===== src/design/rgbpwm_pkg.sv =====
`timescale 1ns / 1ps

package rgbpwm_pkg;

   // Panel geometry
   localparam int PANEL_COLUMNS = 64;
   localparam int HALF_ROWS     = 16;
   localparam int PANEL_ROWS    = 2 * HALF_ROWS;

   localparam int COL_W = $clog2(PANEL_COLUMNS);
   localparam int ROW_W = $clog2(HALF_ROWS);

   // Each half of the panel has its own store, addressed {row, column}
   localparam int STORE_ADDR_W     = ROW_W + COL_W;
   localparam int STORE_HALF_DEPTH = 2 ** STORE_ADDR_W;

   localparam logic [COL_W-1:0] COL_LAST = COL_W'(PANEL_COLUMNS - 1);
   localparam logic [ROW_W-1:0] ROW_LAST = ROW_W'(HALF_ROWS - 1);

   // Item field widths
   localparam int PIX_X_W     = 6;
   localparam int PIX_Y_W     = 5;
   localparam int COLOR_W     = 12;
   localparam int COMP_W      = 4;
   localparam int COLUMN_IDX_W = 6;
   localparam int ROW_IDX_W   = 4;
   localparam int LAYER_W     = 4;

   localparam logic [LAYER_W-1:0] LAYER_MAX = LAYER_W'(14);

   localparam int REQ_DATA_W = 24;
   localparam int RSP_DATA_W = 24;

   // Request kinds carried on req_tuser
   localparam logic REQ_WRITE = 1'b0;
   localparam logic REQ_SCAN  = 1'b1;

   typedef struct packed {
      logic clear_en;    // write zero at the sweep address
      logic write_en;    // store the accepted pixel
      logic scan_issue;  // read the current column of both halves
   } cmd_type;

   typedef struct packed {
      logic clear_last;  // sweep address is at the top of the store
      logic slot_free;   // read stage can take a new column
      logic col_last;    // current column is the last of the row
   } status_type;

endpackage


===== src/design/rgbpwm_ctrl.sv =====
`timescale 1ns / 1ps

module rgbpwm_ctrl (
   input  logic                   clock,
   input  logic                   reset,
   input  logic                   req_tvalid,
   input  logic                   req_tuser,
   output logic                   req_tready,
   input  rgbpwm_pkg::status_type status,
   output rgbpwm_pkg::cmd_type    cmd
);

   typedef enum logic [1:0] {
      ST_CLEAR,
      ST_IDLE,
      ST_SCAN
   } state_type;

   state_type state_ff, state_in;
   logic      ready_ff, ready_in;
   logic      accept;

   assign accept = req_tvalid && ready_ff;

   always_comb begin
      state_in = state_ff;
      ready_in = ready_ff;
      cmd      = '0;
      unique case (state_ff)
         ST_CLEAR: begin
            cmd.clear_en = 1'b1;
            if (status.clear_last) begin
               state_in = ST_IDLE;
               ready_in = 1'b1;
            end
         end
         ST_IDLE: begin
            if (accept) begin
               if (req_tuser == rgbpwm_pkg::REQ_SCAN) begin
                  state_in = ST_SCAN;
                  ready_in = 1'b0;
               end else begin
                  cmd.write_en = 1'b1;
               end
            end
         end
         ST_SCAN: begin
            cmd.scan_issue = status.slot_free;
            if (status.slot_free && status.col_last) begin
               state_in = ST_IDLE;
               ready_in = 1'b1;
            end
         end
         default: begin
            state_in = ST_CLEAR;
            ready_in = 1'b0;
         end
      endcase
   end

   always_ff @(posedge clock) begin
      if (reset) begin
         state_ff <= ST_CLEAR;
         ready_ff <= 1'b0;
      end else begin
         state_ff <= state_in;
         ready_ff <= ready_in;
      end
   end

   assign req_tready = ready_ff;

endmodule


===== config.mk =====
export PLATFORM = sky130hd
export DESIGN_NAME = rgbpwm_ctrl
export DESIGN_NICKNAME = d
export VERILOG_FILES = /design/src/design/rgbpwm_pkg.sv /design/src/design/rgbpwm_ctrl.sv
export SDC_FILE = /design/constraint.sdc
export NUM_CORES = 1
export LEC_CHECK = 0
export ABC_CLOCK_PERIOD_IN_PS = 2050
export BUFFER_PORTS_ARGS = -buffer_cell sky130_fd_sc_hd__buf_2
export CAP_MARGIN = 15
export CORE_AREA = 2 2 39 41
export CTS_CLUSTER_DIAMETER = 120
export DETAILED_ROUTE_END_ITERATION = 10
export DIE_AREA = 0 0 41 43
export PLACE_DENSITY = 0.34
export SLEW_MARGIN = 20
export SYNTH_ARGS = -nofsm -noshare
export SYNTH_HDL_FRONTEND = slang
export SYNTH_SLANG_ARGS = --single-unit

===== constraint.sdc =====
create_clock -name clock -period 2.05 [get_ports clock]
set_input_delay 0.1025 -clock clock [delete_from_list [all_inputs] [get_ports clock]]
set_output_delay 0.1025 -clock clock [all_outputs]
set_load 0.01 [all_outputs]

==> impl_metrics.toml <==
[logic_synthesis]
syn_nets = 22
yosysTopAreaCell = "dfxtp_1"
ys_ff_latch = 2
synth_area_leaders = "dfxtp_1, nand2_1, a21oi_1"
synth_cell_types = 11
avgSynthCellArea_um2 = 7.757
seq_area_frac_synth = 0.3441
yosysMostFrequentCell = "nand2_1"
yosysWarningCount = 0
ys_top_cells_by_count = "nand2_1, a21oi_1, dfxtp_1"
syn_inst = 15
yosysTopAreaCellShare = 0.3441
synth-edff-count = 0
syn_area_um2 = 116.4
synth_top_flop_cell = "dfxtp_1"
async_flop_share = 0

[global_route]
grt.met3_usage = 0.03141
grt_pass1_wl_um = 600
antenna_found_initial = 0
grt_pass1_vias = 155
grt_use_met2 = 0.05625
grt_max_degree = 8
gr-max-usage-layer = "met1"
overflow = 0
grt_usage = 0.05711
use_met1 = 0.07668

[sta]
fmax_mhz = 860.5
slew_viol_final = 0
clock_skew_ps = 3.011
period_needed_ps = 1162
grt_setup_unrepaired = "no"
relSlewSlack = 0.8451
fin_crit_sh = 0.5669
finalSetupTns_ps = 0
hold_viol = 0
tightest_slew_ps = 232.1
final-setup-viol-count = 0

[route]
first_pass_iters = 3
drcViolationCount = 0
ant_nets = 0
drt-total-wl_um = 407
vias_per_cell = 3.409
dr.first_iter.drc_count = 1
wl_per_cell_um = 9.250
dr_total_vias = 150

[cells_and_area]
multi_input_area_um2 = 76.32
ff_latch_area_um2 = 40.04
syn_to_final_growth_pct = 79.57
drive_above_1_share = 0.5714
n_antenna_cell = 0
stdcell_count = 44
nets = 37
nFillCells = 164

[setup_path]
path_class = "reg2out"
critPathMaxFanout = 5
cp_slowest_stage_delay_ps = 380
slowest_stage = "dfxtp_1"
startpoint_type = "flop"
critPathTopFamily = "flip-flops"
endpoint_kind = "output pin"
path_cells = "nor2b_2, and2_2, buf_2"
arrival_ps = 1060
crit_buf_inv = 1
cp.required_ps = 1950

[clock_network]
cts-buffers-inserted = 3
cts_resized = 0
hold_buffers = 0
cts_buffer_depth = 2
cts_tree = "yes"
cts_htree_levels = 1
cts.reportedPaths.clkPinSlew_ps = 30
clockRootBuffer = "clkbuf_4"
clkSinkCount = 2
post-cts-setup-buffer-count = 0
clk_latency_ps = 220

[die]
core_area_um2 = 1384
die_y_um = 43
die_w_um = 41
ios = 11
rows = 14
start_util = 0.08409
dieArea_um2 = 1763

[run_status]
status = "complete, no violations"

[placement]
place_congestion = 0.5737
dp_hpwl_um = 327.3
io_buffers = 10
place_inst = 41

[pwr]
peakVddDrop_v = 0.0001547
power_density_nw_per_um2 = 741.5
leakagePower_nw = 0.09548

[job]
cap_viol_max_count = 0

[min_path]
hp-class = "in2reg"
[kinds of logic (layout without fill, tap and decap cells)]
group,count (synthesis),after routing,share of synthesized area
AO/OA/AOI/OAI,4,4,0.2258
buffers and inverters,0,13,0
flip-flops,2,2,0.3441
AND/OR/NAND/NOR,9,9,0.4300
[cell usage in the layout (no fill, tap or decap), drive strengths merged]
master / n
nand3: 1
a21oi: 2
nor3: 1
nand4b: 1
dfxtp: 2
buf: 10
nand2: 3
nor2b: 1
a31o: 1
and2: 1
o21bai: 1
clkbuf: 3
nor2: 1
[path summary, 6_finish.rpt]
| kind | to | start | depth (start not counted) | slack [ps] |
|---|---|---|---|---|
| max | cmd[0] | state_ff[1] | 3 | 890 |
| min | state_ff[1] | reset | 2 | 70 |
| max reg2reg | req_tready | state_ff[1] | 3 | 1170 |
| min reg2reg | state_ff[1] | req_tready | 2 | 600 |
[state kept, by name, summed over array words and instances (netlist names)]
| name | flops |
|---|---|
| req_tready | 1 |
| state_ff | 1 |
[layout make-up]
type                            instances  area share
Tap cell                               16     0.09581
Multi-Input combinational cell         13      0.3653
Clock buffer                            3      0.1078
Sequential cell                         2      0.1916
Timing Repair Buffer                   10      0.2395
[per-layer routing]
metal | wire length, µm | share of wire | up-vias
met5 | 0 | 0 | -
met4 | 0 | 0 | 0
met3 | 74 | 0.18 | 0
met2 | 124 | 0.30 | 11
met1 | 208 | 0.51 | 58
li1 | - | - | 81
[per-stage QoR]
stage / setup slack (ps) / utilization / instance area (µm²) / power (mW) / hold WS [ps]
2_1_floorplan: 1159 / - / 116.4 / 0.05545 / 171.6
3_3_place_gp: 1125 / 0.1347 / 186.4 / 0.06958 / 296.2
3_5_place_dp: 1124 / 0.1347 / 186.4 / 0.06968 / 299.6
4_1_cts: 880.1 / 0.1510 / 209.0 / 0.1618 / 59.88
5_1_grt: 807.7 / 0.1510 / 209.0 / 0.1697 / 62.57
6_report: 887.8 / 0.1510 / 209.0 / 0.1549 / 71.24
[power by group]
part / switching, mW / leakage [nW] / internal, mW / total, mW
Combinational: 0.0112 / 0.0652 / 0.0121 / 0.0233
Sequential: 0.00399 / 0.0165 / 0.0417 / 0.0457
Clock: 0.0215 / 0.0138 / 0.0645 / 0.0860
(Power assumes the default switching activity.)
